## src/sv/lifo_pkg.sv

```systemverilog
package lifo_pkg;

  // Stack depth and the widths that follow from it.
  localparam int DEPTH   = 16;
  localparam int ADDR_W  = $clog2(DEPTH);
  localparam int CNT_W   = $clog2(DEPTH + 1);

  // Fixed field widths of the item formats.
  localparam int OP_W     = 3;
  localparam int WORD_W   = 32;
  localparam int POS_W    = 5;
  localparam int STATUS_W = 2;
  localparam int COUNT_W  = 5;

  // Common width for comparing the fill count against a position or a count field.
  localparam int CMP_W = (CNT_W > POS_W) ? CNT_W : POS_W;

  // Operation codes.
  localparam logic [OP_W-1:0] OP_PUSH   = 3'd0;
  localparam logic [OP_W-1:0] OP_POP    = 3'd1;
  localparam logic [OP_W-1:0] OP_PEEK   = 3'd2;
  localparam logic [OP_W-1:0] OP_CHANGE = 3'd3;
  localparam logic [OP_W-1:0] OP_DUMP   = 3'd4;

  // Result status codes.
  localparam logic [STATUS_W-1:0] ST_OK     = 2'd0;
  localparam logic [STATUS_W-1:0] ST_OVER   = 2'd1;
  localparam logic [STATUS_W-1:0] ST_EMPTY  = 2'd2;
  localparam logic [STATUS_W-1:0] ST_BADPOS = 2'd3;

  typedef struct packed {
    logic        [OP_W-1:0]   op;
    logic signed [WORD_W-1:0] value;
    logic        [POS_W-1:0]  position;
  } in_item_t;

  typedef struct packed {
    logic        [STATUS_W-1:0] status;
    logic signed [WORD_W-1:0]   data;
    logic        [COUNT_W-1:0]  count;
    logic                       last;
  } out_item_t;

endpackage

```

## src/sv/lifo_stack_engine.sv

```systemverilog
// LIFO stack of signed 32-bit words held in a single-port-write, one-read
// synchronous memory of lifo_pkg::DEPTH entries (16 by default).
//
// Input channel (in_valid/in_ready/in_item) carries one operation per item:
// push, pop, peek, change (position counted from the top, 1 is the top) or
// dump. Op codes above dump are dropped without a result or a state change.
// Result channel (out_valid/out_ready/out_item) returns status, data, the
// fill count after the operation and a last flag on the final result.
//
// Sequencing: push, change and any rejected operation go from accept through
// emit to the output register; pop and peek pass through the read state first,
// because the memory read is registered. Dump walks the memory from the bottom
// entry up through the dump read and emit states, one held entry at a time. The
// sequencer handles one item at a time, so reads and writes to the same entry
// never overlap and no forwarding is needed.
//
// Reset clears the fill count, the sequencer and the output valid; the memory
// contents are not cleared since only written entries are ever read. When the
// receiver stalls, the finished result holds in the output register, a new
// item may still be accepted, and its result waits until the register frees.
module lifo_stack_engine (
  input  logic                clk,
  input  logic                rst_n,
  input  logic                in_valid,
  output logic                in_ready,
  input  lifo_pkg::in_item_t  in_item,
  output logic                out_valid,
  input  logic                out_ready,
  output lifo_pkg::out_item_t out_item
);

  // Sequencer states: idle waits for an item, read waits for the registered
  // memory word of a pop or peek, dump read does the same for a dump entry,
  // and emit hands the pending result to the output register.
  typedef enum logic [1:0] {
    S_IDLE,
    S_RD,
    S_DRD,
    S_EMIT
  } state_t;

  state_t                           state_r, state_nxt;
  logic [lifo_pkg::CNT_W-1:0]       cnt_r, cnt_nxt;
  logic [lifo_pkg::ADDR_W-1:0]      idx_r, idx_nxt;
  logic                             dump_r, dump_nxt;
  lifo_pkg::out_item_t              res_r, res_nxt;
  logic                             out_valid_r, out_valid_nxt;
  lifo_pkg::out_item_t              out_item_r, out_item_nxt;

  // Stack memory and its ports.
  logic signed [lifo_pkg::WORD_W-1:0] mem [lifo_pkg::DEPTH];
  logic signed [lifo_pkg::WORD_W-1:0] rd_q;
  logic                               mem_we;
  logic [lifo_pkg::ADDR_W-1:0]        mem_waddr;
  logic signed [lifo_pkg::WORD_W-1:0] mem_wdata;
  logic                               mem_re;
  logic [lifo_pkg::ADDR_W-1:0]        mem_raddr;

  // Helpers for the fill count and change position checks.
  logic                             full;
  logic                             empty;
  logic [lifo_pkg::CNT_W-1:0]       cnt_inc;
  logic [lifo_pkg::CNT_W-1:0]       cnt_dec;
  logic [lifo_pkg::CMP_W-1:0]       pos_e;
  logic [lifo_pkg::CMP_W-1:0]       cnt_e;
  logic [lifo_pkg::CMP_W-1:0]       chg_addr;
  logic                             pos_bad;
  logic [lifo_pkg::ADDR_W-1:0]      idx_inc;
  logic                             dump_last;

  function automatic logic [lifo_pkg::COUNT_W-1:0] to_count(
    input logic [lifo_pkg::CNT_W-1:0] c
  );
    logic [lifo_pkg::CMP_W-1:0] e;
    e = lifo_pkg::CMP_W'(c);
    return e[lifo_pkg::COUNT_W-1:0];
  endfunction

  function automatic lifo_pkg::out_item_t make_res(
    input logic [lifo_pkg::STATUS_W-1:0]     status,
    input logic signed [lifo_pkg::WORD_W-1:0] data,
    input logic [lifo_pkg::CNT_W-1:0]        count,
    input logic                              last
  );
    lifo_pkg::out_item_t r;
    r.status = status;
    r.data   = data;
    r.count  = to_count(count);
    r.last   = last;
    return r;
  endfunction

  assign in_ready  = (state_r == S_IDLE);
  assign out_valid = out_valid_r;
  assign out_item  = out_item_r;

  assign full      = (cnt_r == lifo_pkg::CNT_W'(lifo_pkg::DEPTH));
  assign empty     = (cnt_r == '0);
  assign cnt_inc   = cnt_r + lifo_pkg::CNT_W'(1);
  assign cnt_dec   = cnt_r - lifo_pkg::CNT_W'(1);
  assign pos_e     = lifo_pkg::CMP_W'(in_item.position);
  assign cnt_e     = lifo_pkg::CMP_W'(cnt_r);
  assign chg_addr  = cnt_e - pos_e;
  assign pos_bad   = (pos_e == '0) || (pos_e > cnt_e);
  assign idx_inc   = idx_r + lifo_pkg::ADDR_W'(1);
  assign dump_last = ((lifo_pkg::CNT_W'(idx_r) + lifo_pkg::CNT_W'(1)) == cnt_r);

  always_comb begin
    state_nxt     = state_r;
    cnt_nxt       = cnt_r;
    idx_nxt       = idx_r;
    dump_nxt      = dump_r;
    res_nxt       = res_r;
    out_valid_nxt = out_valid_r && !out_ready;
    out_item_nxt  = out_item_r;
    mem_we        = 1'b0;
    mem_waddr     = '0;
    mem_wdata     = in_item.value;
    mem_re        = 1'b0;
    mem_raddr     = '0;

    case (state_r)
      S_IDLE: begin
        if (in_valid) begin
          dump_nxt = 1'b0;
          case (in_item.op)
            lifo_pkg::OP_PUSH: begin
              state_nxt = S_EMIT;
              if (full) begin
                res_nxt = make_res(lifo_pkg::ST_OVER, '0, cnt_r, 1'b1);
              end else begin
                mem_we    = 1'b1;
                mem_waddr = cnt_r[lifo_pkg::ADDR_W-1:0];
                cnt_nxt   = cnt_inc;
                res_nxt   = make_res(lifo_pkg::ST_OK, '0, cnt_inc, 1'b1);
              end
            end
            lifo_pkg::OP_POP: begin
              if (empty) begin
                res_nxt   = make_res(lifo_pkg::ST_EMPTY, '0, cnt_r, 1'b1);
                state_nxt = S_EMIT;
              end else begin
                mem_re    = 1'b1;
                mem_raddr = cnt_dec[lifo_pkg::ADDR_W-1:0];
                cnt_nxt   = cnt_dec;
                res_nxt   = make_res(lifo_pkg::ST_OK, '0, cnt_dec, 1'b1);
                state_nxt = S_RD;
              end
            end
            lifo_pkg::OP_PEEK: begin
              if (empty) begin
                res_nxt   = make_res(lifo_pkg::ST_EMPTY, '0, cnt_r, 1'b1);
                state_nxt = S_EMIT;
              end else begin
                mem_re    = 1'b1;
                mem_raddr = cnt_dec[lifo_pkg::ADDR_W-1:0];
                res_nxt   = make_res(lifo_pkg::ST_OK, '0, cnt_r, 1'b1);
                state_nxt = S_RD;
              end
            end
            lifo_pkg::OP_CHANGE: begin
              state_nxt = S_EMIT;
              if (empty) begin
                res_nxt = make_res(lifo_pkg::ST_EMPTY, '0, cnt_r, 1'b1);
              end else if (pos_bad) begin
                res_nxt = make_res(lifo_pkg::ST_BADPOS, '0, cnt_r, 1'b1);
              end else begin
                mem_we    = 1'b1;
                mem_waddr = chg_addr[lifo_pkg::ADDR_W-1:0];
                res_nxt   = make_res(lifo_pkg::ST_OK, '0, cnt_r, 1'b1);
              end
            end
            lifo_pkg::OP_DUMP: begin
              if (empty) begin
                res_nxt   = make_res(lifo_pkg::ST_EMPTY, '0, cnt_r, 1'b1);
                state_nxt = S_EMIT;
              end else begin
                idx_nxt   = '0;
                dump_nxt  = 1'b1;
                mem_re    = 1'b1;
                mem_raddr = '0;
                state_nxt = S_DRD;
              end
            end
            default: begin
              // Undefined operation: dropped with no result.
            end
          endcase
        end
      end
      S_RD: begin
        res_nxt.data = rd_q;
        state_nxt    = S_EMIT;
      end
      S_DRD: begin
        res_nxt   = make_res(lifo_pkg::ST_OK, rd_q, cnt_r, dump_last);
        state_nxt = S_EMIT;
      end
      S_EMIT: begin
        if (!out_valid_r || out_ready) begin
          out_valid_nxt = 1'b1;
          out_item_nxt  = res_r;
          if (dump_r && !res_r.last) begin
            // Fetch the next entry up while this one leaves.
            idx_nxt   = idx_inc;
            mem_re    = 1'b1;
            mem_raddr = idx_inc;
            state_nxt = S_DRD;
          end else begin
            state_nxt = S_IDLE;
          end
        end
      end
      default: begin
        state_nxt = S_IDLE;
      end
    endcase
  end

  always_ff @(posedge clk) begin
    if (mem_we) begin
      mem[mem_waddr] <= mem_wdata;
    end
    if (mem_re) begin
      rd_q <= mem[mem_raddr];
    end
  end

  always_ff @(posedge clk) begin
    if (!rst_n) begin
      state_r     <= S_IDLE;
      cnt_r       <= '0;
      idx_r       <= '0;
      dump_r      <= 1'b0;
      out_valid_r <= 1'b0;
    end else begin
      state_r     <= state_nxt;
      cnt_r       <= cnt_nxt;
      idx_r       <= idx_nxt;
      dump_r      <= dump_nxt;
      out_valid_r <= out_valid_nxt;
    end
    res_r      <= res_nxt;
    out_item_r <= out_item_nxt;
  end

`ifndef NO_ASSERTIONS
  // The fill count never passes the stack depth.
  a_cnt_bound: assert property (@(posedge clk) disable iff (!rst_n)
    cnt_r <= lifo_pkg::CNT_W'(lifo_pkg::DEPTH))
    else $error("fill count exceeds depth");

  // The fill count only moves as a consequence of an accepted item.
  a_cnt_hold: assert property (@(posedge clk) disable iff (!rst_n)
    !(in_valid && in_ready) |=> $stable(cnt_r))
    else $error("fill count changed without an accepted item");

  // Only dump entries below the top go out without the last flag, always ok.
  a_notlast_ok: assert property (@(posedge clk) disable iff (!rst_n)
    (out_valid && !out_item.last) |-> (out_item.status == lifo_pkg::ST_OK))
    else $error("non-final result with error status");

  // A pop on a non-empty stack lowers the count by exactly one.
  a_pop_dec: assert property (@(posedge clk) disable iff (!rst_n)
    (in_valid && in_ready && (in_item.op == lifo_pkg::OP_POP) && !empty)
      |=> (cnt_r == $past(cnt_r) - lifo_pkg::CNT_W'(1)))
    else $error("pop did not decrement the fill count");
`endif

endmodule
```

## config.mk

```make
export PLATFORM = sky130hd
export DESIGN_NAME = lifo_stack_engine
export DESIGN_NICKNAME = d
export VERILOG_FILES = /design/src/sv/lifo_pkg.sv /design/src/sv/lifo_stack_engine.sv
export SDC_FILE = /design/constraint.sdc
export NUM_CORES = 1
export LEC_CHECK = 0
export BUFFER_PORTS_ARGS = -buffer_cell sky130_fd_sc_hd__buf_2
export CORE_MARGIN = 2
export CORE_UTILIZATION = 30
export CTS_BUF_LIST = sky130_fd_sc_hd__clkbuf_8 sky130_fd_sc_hd__clkbuf_16
export CTS_CLUSTER_SIZE = 14
export DETAILED_ROUTE_END_ITERATION = 8
export GPL_TIMING_DRIVEN = 0
export PLACE_DENSITY = 0.43
export RECOVER_POWER = 50
export SLEW_MARGIN = 20
export SYNTH_ARGS = -nofsm -noshare
export SYNTH_HDL_FRONTEND = slang
export SYNTH_SLANG_ARGS = --single-unit
```

## constraint.sdc

```tcl
create_clock -name clk -period 3.8 [get_ports clk]
set_input_delay 0.19 -clock clk [delete_from_list [all_inputs] [get_ports clk]]
set_output_delay 0.19 -clock clk [all_outputs]
set_load 0.03 [all_outputs]
```

# Word-level counts from Yosys, hierarchy flattened
# Memories as Yosys holds them, arrays and structs flattened. A register that Yosys moved wholly into a read port is not among the register bits.
# Index checks and enable logic that the tools add are counted.
dict set report op_classes {
  muxes 56
  reduce_logical 26
  add_sub_neg 5
  n_eq_ne 19
  magnitude_cmp 1
}
# op n
set ops {}
lappend ops {{$mux W40} 6}
lappend ops {{$pmux W40 S5} 1}
lappend ops {{$pmux W32 S2} 1}
lappend ops {{$mux W4} 15}
lappend ops {{$mux W39} 1}
lappend ops {{$pmux W4 S2} 3}
lappend ops {{$mux W1} 16}
lappend ops {{$ne A2 B2 Y1 const B} 6}
lappend ops {{$pmux W2 S3} 2}
lappend ops {{$pmux W6 S2} 1}
lappend ops {{$logic_not A5 Y1} 2}
lappend ops {{$mux W5} 2}
lappend ops {{$pmux W5 S2} 1}
lappend ops {{$mux W2} 4}
lappend ops {{$reduce_and A4 Y1} 2}
lappend ops {{$reduce_bool A2 Y1} 4}
lappend ops {{$eq A3 B2 Y1 const B} 2}
lappend ops {{$ne A6 B1 Y1 const B} 1}
lappend ops {{$reduce_and A6 Y1} 1}
lappend ops {{$reduce_or A2 Y1} 3}
lappend ops {{$add A4 B1 Y5 const B} 1}
lappend ops {{$add A5 B1 Y5 const B} 1}
lappend ops {{$eq A5 B5 Y1} 1}
lappend ops {{$eq A5 B5 Y1 const B} 1}
lappend ops {{other kinds (22)} 29}
dict set report totals {
  regBits 93
  in_bits 44
  ramBits 512
  mem_count 1
  output_inout_bits 42
  elab_cells 121
}
# memory words word_bits rd rd_ports_with_merged_regs write_ports line_no
set mem_list {}
lappend mem_list {mem 16 32 1 1 1 lifo_stack_engine.sv:51} ;# logic signed [lifo_pkg::WORD_W-1:0] mem [lifo_pkg::DEPTH];

# Logic depth before layout (Yosys ltp)
# Gate-level depths: netlist of the first run.
dict set report depth {
  ltp_word 9
  ltp_mapped 16
  depth_no_buf 12
}

# Least setup slack after synthesis of the first run
# OpenSTA, ideal clock, no wires.
dict set report synth_path {
  kind {reg2reg}
  startpoint {register cnt_r, in the netlist cnt_e[1]}
  endpoint {memory mem[13][0] in the netlist's numbering (enable)}
  path_slack_ns -0.373
  synth_period_minus_slack_ns 4.173
  setup_ns 0.421
  t_arrival_ns 3.752
  n_path_buf 1
  t_required_ns 3.379
  stages_incl_launch_ff 10
  cell_sequence {dfxtp_1 > buf_2 > inv_1 > ha_1 > or3b_4 > nor2_8 > or3_1 > o31a_1 > or4_1 > nor2_1}
}
dict set report synth_via {
  elab_chain_len 9
  word_cells_on_any_way 19
  cone_classes {add/sub: 1; order compare: 1; eq/ne: 1; mux: 14; reduce/logical: 2}
}
# item line_no
set synth_lines {}
lappend synth_lines {{from (decl)} lifo_stack_engine.sv:43} ;# logic [lifo_pkg::CNT_W-1:0] cnt_r, cnt_nxt;
lappend synth_lines {{from (signal assigned)} lifo_stack_engine.sv:238} ;# cnt_r <= cnt_nxt;
lappend synth_lines {{$gt A5 B5 Y1} lifo_stack_engine.sv:104} ;# assign pos_bad = (pos_e == '0) || (pos_e > cnt_e);
lappend synth_lines {{$logic_or A1 B1 Y1} lifo_stack_engine.sv:104}
lappend synth_lines {{$mux W1} lifo_stack_engine.sv:165} ;# end else if (pos_bad) begin
lappend synth_lines {{$mux W1} lifo_stack_engine.sv:163} ;# if (empty) begin
lappend synth_lines {{$pmux W1 S2} lifo_stack_engine.sv:126} ;# case (in_item.op)
lappend synth_lines {{$mux W1} lifo_stack_engine.sv:124} ;# if (in_valid) begin
lappend synth_lines {{$mux W1} lifo_stack_engine.sv:122} ;# case (state_r)
lappend synth_lines {{$mux W1} lifo_stack_engine.sv:221} ;# if (mem_we) begin
lappend synth_lines {{$mux W1 (not written as such)} lifo_stack_engine.sv:222} ;# mem[mem_waddr] <= mem_wdata;
lappend synth_lines {{to (decl)} lifo_stack_engine.sv:51}
# Parallel ways exist; a longest one is shown, timed or not.

# Final worst setup path of the first run
dict set report layout_path {
  startpoint {register cnt_r, in the netlist cnt_e[1]}
  endpoint {register rd_q[24] in the netlist's numbering, read port of mem, data pin}
}
dict set report layout_via {
  elab_chain_len 5
  word_cells_on_any_way 10
  cone_classes {add/sub: 1; mux: 8; reduce/logical: 1}
}
# item line_no
set layout_lines {}
lappend layout_lines {{$sub A5 B1 Y5 or $logic_not A5 Y1 (tied branches)} {lifo_stack_engine.sv:100, lifo_stack_engine.sv:98}}
lappend layout_lines {{$mux W4 or $mux W1 (tied branches)} {lifo_stack_engine.sv:139, lifo_stack_engine.sv:151, lifo_stack_engine.sv:174}}
lappend layout_lines {{$mux W4 or $mux W1 (tied branches)} --}
lappend layout_lines {{$mux W4 or $mux W1 (tied branches)} lifo_stack_engine.sv:124}
lappend layout_lines {{$pmux W4 S2 or $pmux W1 S2 (tied branches)} lifo_stack_engine.sv:122}
lappend layout_lines {{to (decl)} lifo_stack_engine.sv:52} ;# logic signed [lifo_pkg::WORD_W-1:0] rd_q;
# Parallel ways exist; a longest one is shown, timed or not.
# A chain may end at the register's enable or synchronous reset.

==> summary.md, run 1 <==
| Metric | Value |
|---|---|
| Status | `finished, final reports clean` |
| Fin nets | `about 2000` |
| FF+latch area | `between 0.015 and 0.02 sq mm` |
| Synth Warn # | `0` |
| Core footprint | `approximately 0.084 sq mm` |
| Clock transition at the registers of the reported paths | `about 0.060 ns` |
| Final wirelength | `~71 mm` |
| Place WS | `-0.613 ns` |
| Layout overhead on the synthesized area | `22.0%` |
| Synth Net Count | `roughly 1800` |
| Largest net degree at the start of global routing | `22` |
| Final worst path period need | `around 3.7 ns` |
| Worst path most repeated cell | `buf_4` |
| H-tree depth | `3` |
| Crit-path slowest cell | `nor4_4` |
| Skew final | `approximately 0.026 ns` |
| RSZ-0062 raised after global routing | `yes` |
| Mapped cell area | `0.0254 sq mm` |
| Iteration-0 DRC count of the detailed router | `roughly 1200` |
| Worst EP required | `between 4 and 5 ns` |
| DRT Pass-1 Iters | `5` |
| GRT overflow | `0` |
| Fmax | `about 0.27 GHz` |
| Avg WL per Cell | `~22 microns` |
| VDD IR max | `0.338 mV` |
| Worst-path fanout max | `10` |
| Total power | `roughly 17000 uW` |
| Die W | `295 microns` |
| DRT antenna net count | `0` |
| Hold slack | `0.0430 ns` |
| Final worst path period share | `between 90% and 100%` |
| Sink Count | `between 600 and 700` |
| Fillers | `roughly 8000` |
| Hold Fails Final Rpt | `0` |
| RePlAce Congestion | `0.801` |
| CP arrival | `3.95 ns` |
| CTS root buffer | `clkbuf_16` |
| Final setup viols | `0` |
| Port buffer count | `85` |
| Hold Path Class | `in -> reg` |
| Total CTS buffers | `just over 70` |
| Ys flop type | `edfxtp_1` |
| Seq/Total Area, Yosys | `roughly 75%` |
| Final HPWL DP | `about 47 mm` |
| Measured slew at the worst slew-check pin | `1.40 ns` |
| EDFF count, synth | `between 600 and 700` |
| Final instance area | `approximately 0.031 sq mm` |
| Final WS setup | `roughly 0.12 ns` |
| Antenna Cells | `0` |
| Worst hold path depth | `3` |
| Max incr delay on CP | `about 0.48 ns` |
| Max clock buf depth | `3` |
| Max-cap violation count | `0` |
| All-Layer GR Usage | `approximately 16%` |
| DR vias | `15288` |
| Leak | `between 0.01 and 0.015 uW` |
| IO Pins | `86` |
| Post-synthesis cell count | `1732` |
| Clock latency on the worst-skew pair | `0.61 ns` |
| Yosys reg bits | `637` |
| CTS tree | `built` |
| Max Slew Vio Count | `0` |
| CP cell instances | `buf_4 -> inv_1 -> ha_2 -> or3b_4 -> nor2_8 -> inv_4 -> ha_1 -> nand3_1 -> and2_1 -> buf_4 -> nor4_4 -> buf_2 -> a32oi_1 -> o211ai_1 -> a31oi_1` |
| DIE HEIGHT | `295 microns` |
| CP startpoint kind | `register` |
| DRC Markers | `0` |
| P per Cell Area | `roughly 530 mW/mm^2` |
| Multi-input logic area | `around 0.0060 sq mm` |
| Ratio of cells with drive above 1 in the final layout | `approximately 14%` |
| Setup Crit Path Kind | `reg -> reg` |
| Post-synth cell types | `74` |
| Avg Synthesized Cell Area | `about 15 sq um` |
| Die ar. | `about 0.087 sq mm` |
| Initial antenna violation count | `1` |
| Max-slew headroom | `around 7.0%` |
| DP Area | `roughly 0.028 sq mm` |
| Via density | `approximately 4.8` |
| Vias in the first global route | `~15000` |
| Rows | `between 100 and 150` |
| Setup TNS | `0 ns` |
| Reg2Reg Depth | `15` |
| Initial Util | `30.3%` |
| First-pass GRT wire length | `104 mm` |
| Fraction of registers with async set/reset | `0%` |
| Nature of the critical path endpoint | `register` |
synth_stat cells (all sizes together), types with 3 or more instances:
library cell / instances / area, sq um
nand3: 44 / 220
nand2: 376 / 1410
a21o: 4 / 30.0
ha: 16 / 200
mux2: 64 / 721
or2: 3 / 18.8
inv: 19 / 71.3
xnor2: 7 / 61.3
dfxtp: 13 / 260
xor2: 7 / 61.3
a2bb2oi: 3 / 38.8
a21boi: 3 / 22.5
o21ai: 82 / 410
a32oi: 34 / 317
buf: 51 / 294
o211ai: 33 / 248
edfxtp: 624 / 18700
a21oi: 22 / 114
and3: 3 / 18.8
and2: 39 / 246
nor2b: 8 / 50.1
a31oi: 101 / 632
o2bb2ai: 3 / 32.5
nor3: 13 / 70.1
o22ai: 3 / 18.8
clkbuf: 46 / 176
nor3b: 3 / 22.5
mux2i: 35 / 350
nor2: 38 / 180
final cells by class:
cell class	instances	area share, %
buffer	97	1.78
clock buffer	71	5.73
clock inverter	55	1.43
inverter	20	0.263
multi-input combinational	978	19.4
sequential	637	61.3
tap	1134	4.58
timing repair buffer	180	5.47
critical path, delay by kind of cell, from the launching register on:
kind            cells  cell delay (ns)
buf+inv             5             1.01
fa+ha+maj           2             0.41
simple gates        5             1.13
compound gates      3             0.40
flops               1             0.38
flip-flops by register name, indices dropped and copies added, names as in the netlist:
signal     cells
state_r        2
rd_q          32
res_r         40
cnt_e          5
idx_r          4
out_item      40
out_valid      1
dump_r         1
mem          512
final timing paths:
check	slack [ns]	end	from
max	0.12	rd_q[24]$_DFFE_PP_	cnt_e[1]$_SDFFE_PN0P_
min	0.04	out_valid$_SDFF_PN0_	out_ready
max reg2reg	0.12	rd_q[24]$_DFFE_PP_	cnt_e[1]$_SDFFE_PN0P_
min reg2reg	0.41	out_item[36]$_DFFE_PP_	res_r[36]$_SDFFCE_PN0P_
stage by stage:
step | std cells | utilization (%)
after floorplan | 1732 | -
after global placement | 2951 | 32.6
after detailed placement | 2977 | 33.5
after CTS | 3157 | 37.0
after global routing | 3172 | 37.0
final | 3172 | 37.0
cell usage in the layout, fill, tap and decap left out, types with 25 or more instances in the layout:
cell and instances:
nand2_1 376, buf_2 37, nand3_1 44, buf_12 25, inv_1 29, buf_4 39
and2_1 36, o21ai_0 72, mux2i_1 35, o211ai_1 33, dlygate4sd3_1 33, mux2_1 60
edfxtp_1 624, clkbuf_16 71, clkbuf_1 105, a31oi_1 98, a32oi_1 33
power by group:
| part | switching [uW] | leakage [uW] | total, uW | internal, uW |
|---|---|---|---|---|
| Clock | 2750 | 0.00113 | 6630 | 3870 |
| Combinational | 1160 | 0.00335 | 1620 | 467 |
| Sequential | 82.8 | 0.00577 | 8300 | 8220 |
timing repair:
item                                    CTS  global route
gates resized for setup                  37            24
hold endpoints to repair                496             0
pin swaps                                14             6
cloned                                    0             0
setup buffers                            21            15
endpoints found under the setup margin  381           253
hold buffers                             33             0
cells by family after synthesis:
logic type               after synthesis  share of synthesized area [%]
adder cells (fa/ha/maj)               17                          0.867
AO/OA/AOI/OAI                        304                           7.94
AND/OR/NAND/NOR                      544                           9.50
flip-flops                           637                           74.8
buffers and inverters                117                           2.15
multiplexers                          99                           4.22
XOR/XNOR                              14                          0.483
metal layers:
layer  track usage [%]  vias up  routed length [microns]
met5                 0        -                       13
met4              5.09        2                     1690
met3              2.56      103                     3290
met2              28.2      361                    35200
met1              21.4     7768                    31000
li1                  -     7054                        -
No activity file was read; power rests on OpenSTA's default activity.
==> run 2, diff against run 1 <==
- ABC_AREA: unset -> 1
==> run 2 against run 1 <==
Compared with the run above:
- worst hold slack improved by 0.016 ns
- setup slack improved by 0.10 ns
- cell count rose by 24%
- highest routed layer is now met4
- die area rose by 7.7%
- synthesized cell count rose by 42%
- combinational power rose by 85%
==> summary.md, run 2 <==
| Metric | Value |
|---|---|
| Status | `finished, final reports clean` |
| First-pass GRT wire length | `between 100 and 150 mm` |
| Leak | `around 0.013 uW` |
| Port buffer count | `85` |
| Die ar. | `0.0937 sq mm` |
| Vias in the first global route | `approximately 18000` |
| Max clock buf depth | `3` |
| IO Pins | `between 80 and 90` |
| Max-slew headroom | `under 10%` |
| Final worst path period need | `3.58 ns` |
| Skew final | `around 0.027 ns` |
| Ratio of cells with drive above 1 in the final layout | `a little over a tenth` |
| Final wirelength | `between 80 and 90 mm` |
| Via density | `roughly 4.6` |
| Largest Register | `mem` |
| Fin cells | `roughly 3900` |
| Largest family of logic cells by synthesized area | `simple AND/OR/NAND/NOR gates` |
| Reg2reg end | `rd_q[3]$_DFFE_PP_` |
| Final worst path period share | `between 90 and 100%` |
| CTS tree | `built` |
| Clock transition at the registers of the reported paths | `roughly 0.060 ns` |
| Reg2Reg Depth | `14` |
| Post-synthesis cell count | `2457` |
| DP Area | `~0.030 sq mm` |
| Setup crit end | `rd_q[3]$_DFFE_PP_` |
| DIE HEIGHT | `between 300 and 400 microns` |
| Largest net degree at the start of global routing | `29` |
| Commonest non-fill, non-tap cells in the layout | `edfxtp_1, nand3_1, nand2_1, inv_1, clkbuf_1` |
| Final HPWL DP | `between 50 and 60 mm` |
| Most common cell after layout, fill and taps aside | `edfxtp_1` |
| Setup TNS | `0 ns` |
| P per Cell Area | `around 560 mW/mm^2` |
| Yosys top cell by area | `edfxtp_1` |
| Iteration-0 DRC count of the detailed router | `~1300` |
| Rows | `110` |
| Max-cap violation count | `0` |
| Worst reg2reg setup slack | `~0.22 ns` |
| Synth Warn # | `0` |
| Hold Path Class | `in -> reg` |
| Measured slew at the worst slew-check pin | `roughly 1.5 ns` |
| Final instance area | `between 0.03 and 0.04 sq mm` |
| RePlAce Congestion | `0.848` |
| Max Slew Vio Count | `0` |
| XOR/XNOR Fraction of Synth Area | `less than 1%` |
| Placed Cells | `approximately 3700` |
| Initial antenna violation count | `3` |
| CP arrival | `just under 4 ns` |
| Hold Fails Final Rpt | `0` |
| DRC Markers | `0` |
| H-tree depth | `3` |
| Fraction of registers with async set/reset | `0%` |
| Final setup viols | `0` |
| Post-synth top cells | `edfxtp_1, nand3_1, nand2_1` |
| CP startpoint kind | `register` |
| Total CTS buffers | `74` |
| Ys flop type | `edfxtp_1` |
| Setup Crit Path Kind | `reg -> reg` |
| Post-synthesis mux area share | `0%` |
| Share of the synthesized area in the top cell type | `68.4%` |
| VDD IR max | `about 0.24 mV` |
| Fmax | `around 0.28 GHz` |
| Initial Util | `a little under a third` |
| Area contributors post-synth | `edfxtp_1, nand3_1, nand2_1` |
| DR vias | `roughly 18000` |
| Fin nets | `around 2800` |
| RSZ-0062 raised after global routing | `no` |
| Sink Count | `between 600 and 700` |
| Yosys reg bits | `around 640` |
| Mapped cell area | `between 0.02 and 0.03 sq mm` |
| Die W | `306 microns` |
| Layout overhead on the synthesized area | `19.9%` |
| Core footprint | `0.0903 sq mm` |
| GRT overflow | `0` |
| Simple-Gate Fraction of Synth Area | `between 20% and 30%` |
| CTS root buffer | `clkbuf_16` |
| Fraction of the mapped netlist area in adder cells | `0.804%` |
| Worst hold path depth | `6` |
| Seq/Total Area, Yosys | `slightly below 70%` |
| Max reg flops | `512` |
| Synth Net Count | `2518` |
| Fraction of the mapped netlist area in compound gates | `under 10%` |
| All-Layer GR Usage | `between 15 and 20%` |
| Clock latency on the worst-skew pair | `between 0.6 and 0.7 ns` |
| Avg WL per Cell | `~21 microns` |
| Crit path from | `cnt_e[1]$_SDFFE_PN0P_` |
| Leading cell type by number of instances after synthesis | `edfxtp_1` |
| DRT antenna net count | `0` |
| Post-synth cell types | `35` |
| Avg Synthesized Cell Area | `11.1 sq um` |
| Worst EP required | `roughly 4.1 ns` |
| Worst-path fanout max | `10` |
| EDFF count, synth | `around 620` |
| DRT Pass-1 Iters | `7` |
| FF-to-FF Start | `cnt_e[1]$_SDFFE_PN0P_` |
| Nature of the critical path endpoint | `register` |
==> run 2: changes by cell type in the layout (fill, tap and decap cells not counted), moves of 38 or more <==
cell,before,now
a31oi_1,98,0
buf_2,37,75
inv_1,29,341
mux2_1,60,0
nand2_1,376,566
nand3_1,44,568
nand3b_1,2,65
o21ai_0,72,19
==> run 2: logic make-up after synthesis <==
family | Yosys count
AO/OA/AOI/OAI | 58
flip-flops | 637
AND/OR/NAND/NOR | 1264
buffers and inverters | 471
XOR/XNOR | 10
adder cells (fa/ha/maj) | 17
==> run 2: power breakdown <==
part,internal (uW),switching (uW)
logic,570,2430
registers,8270,105
clock network,4080,2830
total,12900,5360
==> run 2: stage by stage <==
step | power, uW | hold slack, ns | util [%] | setup WS [ns]
finish | 18300 | 0.0586 | 36.4 | 0.217
global route | 19100 | 0.105 | 36.4 | 0.0106
CTS | 18600 | 0.0000433 | 36.1 | 0.0735
detailed placement | 11600 | 0.405 | 33.1 | 0.107
global placement | 11500 | 0.400 | 32.4 | -1.88
floorplan | 10200 | 0.289 | - | 0.172
==> run 2: metal layers <==
layer / share of wire (%) / vias to the layer above / GRT usage, % / routed length (microns)
met5: 0 / - / 0 / 0
met4: 3.1 / 0 / 6.73 / 2530
met3: 4.9 / 94 / 2.65 / 3930
met2: 47 / 443 / 28.0 / 37700
met1: 45 / 8853 / 23.3 / 36500
li1: - / 8864 / - / -
==> run 2: worst min-delay path by stage <==
stage | slack (ns) | startpoint | endpoint
6_report | 0.06 | in_item[38] | cnt_e[4]$_SDFFE_PN0P_
5_1_grt | 0.10 | in_item[37] | cnt_e[4]$_SDFFE_PN0P_
4_1_cts | 0.00004 | in_item[5] | mem[10][0]$_DFFE_PP_
3_5_place_dp | 0.40 | res_r[2]$_DFFE_PP_ | out_item[2]$_DFFE_PP_
3_3_place_gp | 0.40 | res_r[18]$_SDFFCE_PN0P_ | out_item[18]$_DFFE_PP_
2_1_floorplan | 0.29 | in_item[5] | mem[0][0]$_DFFE_PP_
==> run 2: final cells by class <==
cell class	instances	area (sq um)
Antenna cell	1	2.50
Buffer	137	748
Clock buffer	78	1930
Clock inverter	52	423
Fill cell	8940	57500
Inverter	334	1250
Multi-Input combinational cell	1349	6530
Sequential cell	637	19000
Tap cell	1176	1470
Timing Repair Buffer	168	1480
==> run 2: worst max-delay path, stage by stage (launching register included) <==
cell and delay [ns]:
dfxtp_1 0.39, inv_1 0.27, ha_1 0.31, nand3_2 0.13, buf_6 0.17, ha_1 0.19, nand3_2 0.08, nand2_2 0.18
inv_1 0.35, clkbuf_1 0.64, nand2_1 0.10, nand3_1 0.11, nand3_1 0.11, nand3_1 0.11, nand2_1 0.14
==> run 2: timing repair <==
action	4_1_cts	5_1_grt
hold buffers	33	0
setup endpoints to repair	0	363
hold endpoints to repair	393	0
setup buffers	0	29
gates resized for setup	0	6
